--- config.mk ---
export PLATFORM = sky130hd
export DESIGN_NAME = joint_flag_homing_sequencer_unit
export DESIGN_NICKNAME = d
export VERILOG_FILES = /design/src/rtl/jfhs_pkg.sv /design/src/rtl/jfhs_cfg_regs.sv /design/src/rtl/jfhs_step.sv /design/src/rtl/joint_flag_homing_sequencer_unit.sv
export SDC_FILE = /design/constraint.sdc
export NUM_CORES = 1
export LEC_CHECK = 0
export ABC_AREA = 1
export BUFFER_PORTS_ARGS = -buffer_cell sky130_fd_sc_hd__buf_4
export CORE_MARGIN = 2
export CORE_UTILIZATION = 30
export CTS_CLUSTER_DIAMETER = 60
export DETAILED_ROUTE_END_ITERATION = 16
export PLACE_DENSITY = 0.53
export SYNTH_ARGS = -nofsm -noshare
export SYNTH_HDL_FRONTEND = slang
export SYNTH_SLANG_ARGS = --single-unit
--- constraint.sdc ---
create_clock -name aclk -period 4.8 [get_ports aclk]
set_clock_uncertainty 0.15 [all_clocks]
set_input_delay 0.48 -clock aclk [delete_from_list [all_inputs] [get_ports aclk]]
set_output_delay 0.48 -clock aclk [all_outputs]
set_load 0.005 [all_outputs]
--- src/rtl/jfhs_pkg.sv ---
// Shared types and constants for the joint flag homing sequencer.
// No dependencies; every other rtl file imports this package.
`default_nettype none

package jfhs_pkg;

    localparam int POS_W = 32;
    localparam int DEB_W = 16;
    localparam int PER_W = 20;
    localparam int CFG_IDX_W = 2;

    localparam logic [DEB_W-1:0] DEBOUNCE_RESET = 16'd200;
    localparam logic [PER_W-1:0] PERIOD_RESET = 20'd500;
    localparam logic [PER_W-1:0] TIMER_MAX = {PER_W{1'b1}};

    // Configuration register indexes
    typedef enum logic [CFG_IDX_W-1:0] {
        CFG_SEARCH_VELOCITY = 2'd0,
        CFG_DEBOUNCE_TICKS  = 2'd1,
        CFG_PUBLISH_PERIOD  = 2'd2
    } cfg_idx_t;

    // Input operations
    typedef enum logic {
        OP_TICK    = 1'b0,
        OP_RESTART = 1'b1
    } op_t;

    // Homing phases
    typedef enum logic [2:0] {
        PH_INIT  = 3'd0,
        PH_BEGIN = 3'd1,
        PH_LOW   = 3'd2,
        PH_HIGH  = 3'd3,
        PH_CAL   = 3'd4
    } phase_t;

    typedef struct packed {
        logic signed [POS_W-1:0] search_velocity;
        logic [DEB_W-1:0]        debounce_ticks;
        logic [PER_W-1:0]        publish_period;
    } cfg_t;

    typedef struct packed {
        phase_t                  phase;
        logic [DEB_W-1:0]        debounce_count;
        logic signed [POS_W-1:0] start_position;
        logic signed [POS_W-1:0] offset;
        logic signed [POS_W-1:0] command;
        logic [PER_W-1:0]        publish_timer;
    } seq_state_t;

    typedef struct packed {
        logic                    operation;
        logic                    flag_level;
        logic signed [POS_W-1:0] joint_position;
        logic signed [POS_W-1:0] edge_position;
    } tick_t;

    typedef struct packed {
        logic publish_pulse;
        logic wrong_edge;
    } step_flags_t;

endpackage

`default_nettype wire

--- src/rtl/jfhs_cfg_regs.sv ---
// Configuration register file of the homing sequencer.
// Depends on jfhs_pkg for the register indexes and the cfg_t bundle.
`default_nettype none

module jfhs_cfg_regs
    import jfhs_pkg::*;
(
    input  wire logic                 aclk,
    input  wire logic                 aresetn,
    input  wire logic                 wr_en,
    input  wire logic [CFG_IDX_W-1:0] wr_index,
    input  wire logic [POS_W-1:0]     wr_data,
    output cfg_t                      cfg
);

    cfg_t cfg_reg;

    always_ff @(posedge aclk) begin
        if (!aresetn) begin
            cfg_reg.search_velocity <= '0;
            cfg_reg.debounce_ticks  <= DEBOUNCE_RESET;
            cfg_reg.publish_period  <= PERIOD_RESET;
        end else if (wr_en) begin
            case (cfg_idx_t'(wr_index))
                CFG_SEARCH_VELOCITY: cfg_reg.search_velocity <= wr_data;
                CFG_DEBOUNCE_TICKS:  cfg_reg.debounce_ticks  <= wr_data[DEB_W-1:0];
                CFG_PUBLISH_PERIOD:  cfg_reg.publish_period  <= wr_data[PER_W-1:0];
                default: ; // drop writes beyond the register list
            endcase
        end
    end

    assign cfg = cfg_reg;

endmodule

`default_nettype wire

--- src/rtl/jfhs_step.sv ---
// Next-state logic of the homing sequencer for one control tick.
// Depends on jfhs_pkg; purely combinational.
`default_nettype none

module jfhs_step
    import jfhs_pkg::*;
(
    input  wire cfg_t        cfg,
    input  wire seq_state_t  cur,
    input  wire tick_t       tick,
    output seq_state_t  nxt,
    output step_flags_t flags
);

    logic signed [POS_W-1:0] neg_velocity;
    logic signed [POS_W:0]   travel;
    logic                    vel_pos;
    logic                    vel_neg;
    logic                    wrong_way;

    always_comb begin
        // saturate the negation of the most negative value
        if (cfg.search_velocity == {1'b1, {(POS_W-1){1'b0}}}) begin
            neg_velocity = {1'b0, {(POS_W-1){1'b1}}};
        end else begin
            neg_velocity = -cfg.search_velocity;
        end
        travel = {tick.joint_position[POS_W-1], tick.joint_position}
               - {cur.start_position[POS_W-1], cur.start_position};
        vel_pos = !cfg.search_velocity[POS_W-1] && (cfg.search_velocity != '0);
        vel_neg = cfg.search_velocity[POS_W-1];
        wrong_way = (vel_pos && travel[POS_W])
                 || (vel_neg && !travel[POS_W] && (travel != '0));
    end

    always_comb begin
        nxt   = cur;
        flags = '0;
        if (op_t'(tick.operation) == OP_RESTART) begin
            nxt.phase  = PH_INIT;
            nxt.offset = '0;
        end else begin
            if (cur.phase == PH_CAL && cur.publish_timer >= cfg.publish_period) begin
                flags.publish_pulse = 1'b1;
                nxt.publish_timer   = PER_W'(1);
            end else if (cur.publish_timer != TIMER_MAX) begin
                nxt.publish_timer = cur.publish_timer + PER_W'(1);
            end

            case (cur.phase)
                PH_BEGIN: begin
                    if (tick.flag_level) begin
                        nxt.phase          = PH_LOW;
                        nxt.debounce_count = cfg.debounce_ticks;
                    end else begin
                        nxt.phase          = PH_HIGH;
                        nxt.start_position = tick.joint_position;
                    end
                end
                PH_LOW: begin
                    nxt.command = neg_velocity;
                    if (!tick.flag_level) begin
                        if (cur.debounce_count <= DEB_W'(1)) begin
                            nxt.debounce_count = '0;
                            nxt.phase          = PH_HIGH;
                            nxt.start_position = tick.joint_position;
                        end else begin
                            nxt.debounce_count = cur.debounce_count - DEB_W'(1);
                        end
                    end else begin
                        nxt.debounce_count = cfg.debounce_ticks;
                    end
                end
                PH_HIGH: begin
                    nxt.command = cfg.search_velocity;
                    if (tick.flag_level) begin
                        if (wrong_way) begin
                            nxt.phase        = PH_BEGIN;
                            flags.wrong_edge = 1'b1;
                        end else begin
                            nxt.offset  = tick.edge_position;
                            nxt.phase   = PH_CAL;
                            nxt.command = '0;
                        end
                    end
                end
                PH_CAL: ;
                default: begin
                    // initialized and undefined codes: stop and start over
                    nxt.command = '0;
                    nxt.phase   = PH_BEGIN;
                end
            endcase
        end
    end

endmodule

`default_nettype wire

--- src/rtl/joint_flag_homing_sequencer_unit.sv ---
// Top level of the joint flag homing sequencer: input register, step logic,
// result register and configuration port. Depends on jfhs_pkg, jfhs_cfg_regs
// and jfhs_step.
`default_nettype none

// Homing sequencer for one joint with a reference flag. Each transfer on the
// s_ channel is one control tick (or a restart) and produces exactly one
// transfer on the m_ channel, in order. The block accepts one item per clock:
// a transfer is held in the input register until the result register can
// take it, the step logic computes the next sequencer state from it, and the
// state and the result are written together into the state and result
// registers, the latter driving the m_ channel. The sustained rate is one
// item per cycle, limited only by the m_ready back-pressure seen through the
// result register. Configuration writes on the cfg_ channel are always
// accepted (cfg_ready is tied high) and take effect on the next item; write
// them only while no item is in flight. Writes to indexes past the last
// register are ignored. All positions and velocities are Q16.16.
module joint_flag_homing_sequencer_unit
    import jfhs_pkg::*;
(
    input  wire logic                     aclk,
    input  wire logic                     aresetn,

    input  wire logic                     cfg_valid,
    output logic                          cfg_ready,
    input  wire logic [CFG_IDX_W-1:0]     cfg_index,
    input  wire logic [POS_W-1:0]         cfg_data,

    input  wire logic                     s_valid,
    output logic                          s_ready,
    input  wire logic                     s_operation,
    input  wire logic                     s_flag_level,
    input  wire logic signed [POS_W-1:0]  s_joint_position,
    input  wire logic signed [POS_W-1:0]  s_edge_position,

    output logic                          m_valid,
    input  wire logic                     m_ready,
    output logic signed [POS_W-1:0]       m_velocity_command,
    output logic                          m_loop_enable,
    output logic                          m_calibrated,
    output logic signed [POS_W-1:0]       m_zero_offset,
    output logic                          m_publish_pulse,
    output logic                          m_wrong_edge,
    output logic [2:0]                    m_phase
);

    cfg_t        cfg;
    tick_t       tick_reg;
    logic        tick_valid_reg;
    seq_state_t  state_reg;
    seq_state_t  state_next;
    step_flags_t flags_next;
    logic        out_valid_reg;
    logic        out_valid_next;
    logic        advance;

    // -------------------------------------------------------------------
    // Configuration port
    // -------------------------------------------------------------------
    assign cfg_ready = 1'b1;

    jfhs_cfg_regs u_cfg (
        .aclk     (aclk),
        .aresetn  (aresetn),
        .wr_en    (cfg_valid),
        .wr_index (cfg_index),
        .wr_data  (cfg_data),
        .cfg      (cfg)
    );

    // -------------------------------------------------------------------
    // Flow control: advance moves the held tick through the step logic into
    // the result register. The input register takes a new transfer whenever
    // it is empty or is draining this cycle.
    // -------------------------------------------------------------------
    assign advance = tick_valid_reg && (!out_valid_reg || m_ready);
    assign s_ready = !tick_valid_reg || advance;

    always_ff @(posedge aclk) begin
        if (!aresetn) begin
            tick_valid_reg <= 1'b0;
        end else if (s_ready) begin
            tick_valid_reg <= s_valid;
        end
    end

    // payload needs no reset; capture on every transfer
    always_ff @(posedge aclk) begin
        if (s_valid && s_ready) begin
            tick_reg.operation      <= s_operation;
            tick_reg.flag_level     <= s_flag_level;
            tick_reg.joint_position <= s_joint_position;
            tick_reg.edge_position  <= s_edge_position;
        end
    end

    // -------------------------------------------------------------------
    // Step logic
    // -------------------------------------------------------------------
    jfhs_step u_step (
        .cfg   (cfg),
        .cur   (state_reg),
        .tick  (tick_reg),
        .nxt   (state_next),
        .flags (flags_next)
    );

    // Sequencer state: commit only when the tick actually moves on
    always_ff @(posedge aclk) begin
        if (!aresetn) begin
            state_reg.phase          <= PH_INIT;
            state_reg.debounce_count <= DEBOUNCE_RESET;
            state_reg.start_position <= '0;
            state_reg.offset         <= '0;
            state_reg.command        <= '0;
            state_reg.publish_timer  <= PERIOD_RESET;
        end else if (advance) begin
            state_reg <= state_next;
        end
    end

    // -------------------------------------------------------------------
    // Result register: hold while the consumer stalls, drop after transfer
    // -------------------------------------------------------------------
    always_comb begin
        out_valid_next = out_valid_reg;
        if (advance) begin
            out_valid_next = 1'b1;
        end else if (m_ready) begin
            out_valid_next = 1'b0;
        end
    end

    always_ff @(posedge aclk) begin
        if (!aresetn) begin
            out_valid_reg <= 1'b0;
        end else begin
            out_valid_reg <= out_valid_next;
        end
    end

    always_ff @(posedge aclk) begin
        if (advance) begin
            m_velocity_command <= state_next.command;
            m_loop_enable      <= (state_next.phase != PH_CAL);
            m_calibrated       <= (state_next.phase == PH_CAL);
            m_zero_offset      <= state_next.offset;
            m_publish_pulse    <= flags_next.publish_pulse;
            m_wrong_edge       <= flags_next.wrong_edge;
            m_phase            <= state_next.phase;
        end
    end

    assign m_valid = out_valid_reg;

    // -------------------------------------------------------------------
    // Assertions
    // -------------------------------------------------------------------
    // The offset is only ever set on entry to calibrated and cleared on restart
    a_offset_only_when_cal: assert property (@(posedge aclk) disable iff (!aresetn)
        (state_reg.phase != PH_CAL) |-> (state_reg.offset == '0))
        else $error("zero offset nonzero outside calibrated phase");

    // A committed restart leaves the sequencer initialized with no offset
    a_restart_clears: assert property (@(posedge aclk) disable iff (!aresetn)
        (advance && tick_reg.operation == OP_RESTART)
        |=> (state_reg.phase == PH_INIT && state_reg.offset == '0))
        else $error("restart did not reset phase and offset");

    // A wrong-edge report always sends the sequence back to beginning
    a_wrong_edge_restarts: assert property (@(posedge aclk) disable iff (!aresetn)
        (m_valid && m_wrong_edge) |-> (m_phase == PH_BEGIN && !m_calibrated))
        else $error("wrong edge reported without return to beginning");

    // Publish strobes only come from the calibrated phase
    a_pulse_when_cal: assert property (@(posedge aclk) disable iff (!aresetn)
        (m_valid && m_publish_pulse) |-> (m_calibrated && !m_loop_enable))
        else $error("publish pulse outside calibrated phase");

endmodule

`default_nettype wire

==> impl_metrics.prom <==
# TYPE chip_impl_metric gauge
chip_impl_metric{name="postSynth.asyncResetShare",unit=""} 0
chip_impl_info{name="synth_flop_cell",value="sky130_fd_sc_hd__dfxtp_1"} 1
chip_impl_metric{name="viasPerCell",unit=""} 4.77
chip_impl_metric{name="die-height",unit="um"} 250
chip_impl_metric{name="yosys_warnings",unit=""} 0
chip_impl_info{name="worst_path_most_repeated_cell",value="sky130_fd_sc_hd__nand2_1"} 1
chip_impl_metric{name="groute.layer.met1.usage",unit=""} 0.216
chip_impl_metric{name="synthesized_netlist_net_count",unit=""} 2600
chip_impl_metric{name="maxSlewViolCount",unit=""} 0
chip_impl_info{name="critical_path.endpoint_type",value="register"} 1
chip_impl_metric{name="clk-insertion-delay-late",unit="ns"} 0.58
chip_impl_metric{name="die_area",unit="sq mm"} 0.0625
chip_impl_metric{name="drt_pre_antenna_iters",unit=""} 5
chip_impl_metric{name="start_util",unit=""} 0.302
chip_impl_metric{name="global_route.usage.met3",unit=""} 0.0255
chip_impl_metric{name="cts-root-to-sink-buffers",unit=""} 3
chip_impl_info{name="critical_path.slowest_cell",value="sky130_fd_sc_hd__nand3_2"} 1
chip_impl_metric{name="fraction_of_final_layout_cells_sized_beyond_drive_strength_1",unit=""} 0.112
chip_impl_info{name="grt.busiest_layer",value="met2"} 1
chip_impl_metric{name="cts.reportedPaths.clkPinSlew",unit="ns"} 0.06
chip_impl_metric{name="r2r.worst_path.cells",unit=""} 18
chip_impl_metric{name="cp_slowest_stage_delay",unit="ns"} 0.61
chip_impl_metric{name="detail_route.wl_per_cell",unit="um"} 15.1
chip_impl_info{name="tritoncts",value="done"} 1
chip_impl_metric{name="cell_area_synth",unit="sq mm"} 0.0182
chip_impl_metric{name="setup_slack",unit="ns"} 0.850
chip_impl_metric{name="pre_cts_setup_slack",unit="ns"} 0.805
chip_impl_metric{name="cts_post_setup_buffers_inserted",unit=""} 0
chip_impl_metric{name="post_synth_inst_count",unit=""} 2438
chip_impl_info{name="rsz0062_at_grt",value="no"} 1
chip_impl_info{name="launching_point_of_the_worst_reg2reg_path",value="tick_reg[56]"} 1
chip_impl_metric{name="area_growth_syn_to_layout",unit="%"} 23.6
chip_impl_metric{name="grt_pass1_vias",unit=""} 16200
chip_impl_metric{name="vdd_ir_drop_max",unit="V"} 0.000239
chip_impl_metric{name="min_period_over_period",unit=""} 0.823
chip_impl_metric{name="regToRegSetupSlack",unit="ns"} 0.85
chip_impl_metric{name="count_of_input_and_output_buffers",unit=""} 177
chip_impl_metric{name="core_area",unit="sq mm"} 0.0601
chip_impl_metric{name="grt.overflow.total",unit=""} 0
chip_impl_info{name="min_delay_worst_endpoint",value="u_cfg.cfg[4]"} 1
chip_impl_metric{name="cts_max_level",unit=""} 2
chip_impl_metric{name="worstPathMaxFanout",unit=""} 32
chip_impl_metric{name="global_route.usage.met2",unit=""} 0.283
chip_impl_metric{name="cts_made_buffers",unit=""} 45
chip_impl_metric{name="grt_antenna_before_repair",unit=""} 1
chip_impl_metric{name="std_cell_rows",unit=""} 90
chip_impl_metric{name="first_iter_violations",unit=""} 1032
chip_impl_metric{name="synthesis.area_per_instance",unit="sq um"} 7.45
chip_impl_metric{name="cp_data_arrival_time",unit="ns"} 4.14
chip_impl_metric{name="achievable-frequency",unit="MHz"} 253
chip_impl_metric{name="number_of_filler_instances_in_the_final_layout",unit=""} 6245
chip_impl_metric{name="finalHoldViolations",unit=""} 0
chip_impl_metric{name="maxCapViolations",unit=""} 0
chip_impl_info{name="cp-start-kind",value="register"} 1
chip_impl_info{name="regToRegEndpoint",value="m_velocity_command[14]"} 1
chip_impl_metric{name="ys_seq_area_frac",unit=""} 0.452
chip_impl_metric{name="largest_register_ffs",unit=""} 135
chip_impl_info{name="critical_path_class",value="register to register"} 1
chip_impl_metric{name="power.leakage",unit="nW"} 10.1
chip_impl_info{name="layout.cells.most_common_list",value="sky130_fd_sc_hd__nand2_1, sky130_fd_sc_hd__inv_1, sky130_fd_sc_hd__a21oi_1"} 1
chip_impl_metric{name="tightestPinTransition",unit="ns"} 1.37
chip_impl_metric{name="placer_congestion_estimate",unit=""} 0.879
chip_impl_metric{name="cts_resized",unit=""} 0
chip_impl_metric{name="final_nets",unit=""} 2813
chip_impl_metric{name="die_w",unit="um"} 250
chip_impl_metric{name="fin_tns_setup",unit="ns"} 0
chip_impl_info{name="worst_path_dominant_cell_family",value="simple AND/OR/NAND/NOR gates"} 1
chip_impl_info{name="mostFrequentLayoutCell",value="sky130_fd_sc_hd__nand2_1"} 1
chip_impl_info{name="min-delay-start",value="cfg_data[4]"} 1
chip_impl_metric{name="global_route.usage.total",unit=""} 0.166
chip_impl_info{name="crit_chain",value="ha_1, nand2_1, inv_1, nand2_1, nor3_1, nand3_1, nand3_1, nand2_1, nor2_1, nand2_1, nor2_1, nand3_2, nand2_2, nand3_2, nand2_1, nand2_1, nand2_1, nand2_1"} 1
chip_impl_metric{name="min_period",unit="ns"} 3.95
chip_impl_metric{name="multi_input_comb_area",unit="sq mm"} 0.00798
chip_impl_metric{name="place.detailed.hpwl",unit="mm"} 35.7
chip_impl_metric{name="holdPathStages",unit=""} 3
chip_impl_metric{name="routed_wirelength",unit="mm"} 52.4
chip_impl_metric{name="stages_on_worst_setup_path",unit=""} 18
chip_impl_metric{name="cts_hold_buf",unit=""} 74
chip_impl_metric{name="worst-endpoint-required",unit="ns"} 4.99
chip_impl_metric{name="grt_max_degree",unit=""} 118
chip_impl_info{name="cts-root-buf",value="sky130_fd_sc_hd__clkbuf_16"} 1
chip_impl_info{name="status",value="finished clean"} 1
chip_impl_info{name="holdCritPathClass",value="input port to register"} 1
chip_impl_metric{name="setup_viol",unit=""} 0
chip_impl_metric{name="antenna_violating_nets_remaining",unit=""} 0
chip_impl_metric{name="synthDistinctLibCells",unit=""} 50
chip_impl_metric{name="synth-edff-count",unit=""} 137
chip_impl_metric{name="antenna_cells_inserted",unit=""} 0
chip_impl_metric{name="via_count",unit=""} 16500
chip_impl_metric{name="seqCellArea",unit="sq mm"} 0.00822
chip_impl_metric{name="max_slew_margin",unit=""} 0.0832
chip_impl_metric{name="powerDensity",unit="mW/mm^2"} 343
chip_impl_metric{name="cp.buffers_inverters",unit=""} 1
chip_impl_metric{name="io-pin-count",unit=""} 179
chip_impl_metric{name="grt_first_pass_wirelength",unit="mm"} 84.8
chip_impl_metric{name="ys_seq_elements",unit=""} 342
chip_impl_metric{name="clkSinkCount",unit=""} 342
chip_impl_metric{name="drc",unit=""} 0
-- layer usage --
metal | share of wire | routed length (um) | vias to the layer above
met3 | 0.044 | 2330 | 79
met2 | 0.47 | 24600 | 360
met5 | 0 | 0 | -
met1 | 0.46 | 24100 | 7707
met4 | 0.025 | 1290 | 0
li1 | - | - | 8401
-- logic make-up after synthesis --
logic type,count (synthesis),synth area share
compound gates,473,0.139
xor+xnor,40,0.0197
fa+ha+maj,57,0.0397
buf+inv,504,0.109
flops,342,0.452
other cells,1,0.000206
simple gates,1021,0.241
-- worst max-delay path by stage --
stage | startpoint | to
global placement | tick_reg[56] | m_velocity_command[6]
floorplan | m_ready | m_calibrated
CTS | tick_reg[56] | m_velocity_command[24]
detailed placement | tick_reg[56] | m_velocity_command[24]
global route | state_reg[134] | state_reg[124]
finish | tick_reg[56] | m_velocity_command[14]
-- synth_stat cells, types with 10 or more instances --
master                       n  share of area
sky130_fd_sc_hd__nand4_1    62          0.021
sky130_fd_sc_hd__a22oi_1    16         0.0066
sky130_fd_sc_hd__nor3_1     27         0.0074
sky130_fd_sc_hd__dfxtp_1   205           0.23
sky130_fd_sc_hd__nor4_1     10         0.0034
sky130_fd_sc_hd__o22ai_1    11         0.0038
sky130_fd_sc_hd__a21oi_1   246          0.068
sky130_fd_sc_hd__xor2_1     31          0.015
sky130_fd_sc_hd__edfxtp_1  137           0.23
sky130_fd_sc_hd__o211ai_1   14         0.0058
sky130_fd_sc_hd__inv_1     391          0.081
sky130_fd_sc_hd__nand2_2    10         0.0034
sky130_fd_sc_hd__ha_1       56          0.039
sky130_fd_sc_hd__o21ai_0   165          0.045
sky130_fd_sc_hd__nand2_1   563           0.12
sky130_fd_sc_hd__clkbuf_1   80          0.017
sky130_fd_sc_hd__nor2_1    168          0.035
sky130_fd_sc_hd__nand3_1   159          0.044
-- final cells by class --
type                       count  share of cell area
multi-input combinational   1592               0.355
clock inverter                31              0.0158
clock buffer                  53              0.0529
tap                          782              0.0436
inverter                     398              0.0668
sequential                   342               0.366
timing repair buffer         272              0.0992
-- tightest hold or removal path, stage by stage --
cell and delay, ns:
sky130_fd_sc_hd__buf_4 0.11, sky130_fd_sc_hd__nand2_1 0.05, sky130_fd_sc_hd__o211ai_1 0.07
-- through the flow --
step                      cell area [sq um]  cells  hold WS (ns)  power [W]  utilization
after global routing                  22400   3470        0.0250    0.00808        0.373
after global placement                20200   3312         0.294    0.00423        0.335
after CTS                             22400   3470       0.00216    0.00782        0.373
after floorplan                       18200   2438         0.275    0.00390            -
final                                 22400   3470        0.0483    0.00770        0.373
after detailed placement              20200   3312         0.300    0.00424        0.335
-- power by group --
part           switching [W]  internal [W]
Clock                0.00137       0.00211
Sequential         0.0000655       0.00316
Combinational       0.000635      0.000363
Note: power is estimated with default switching activity, not from simulation.
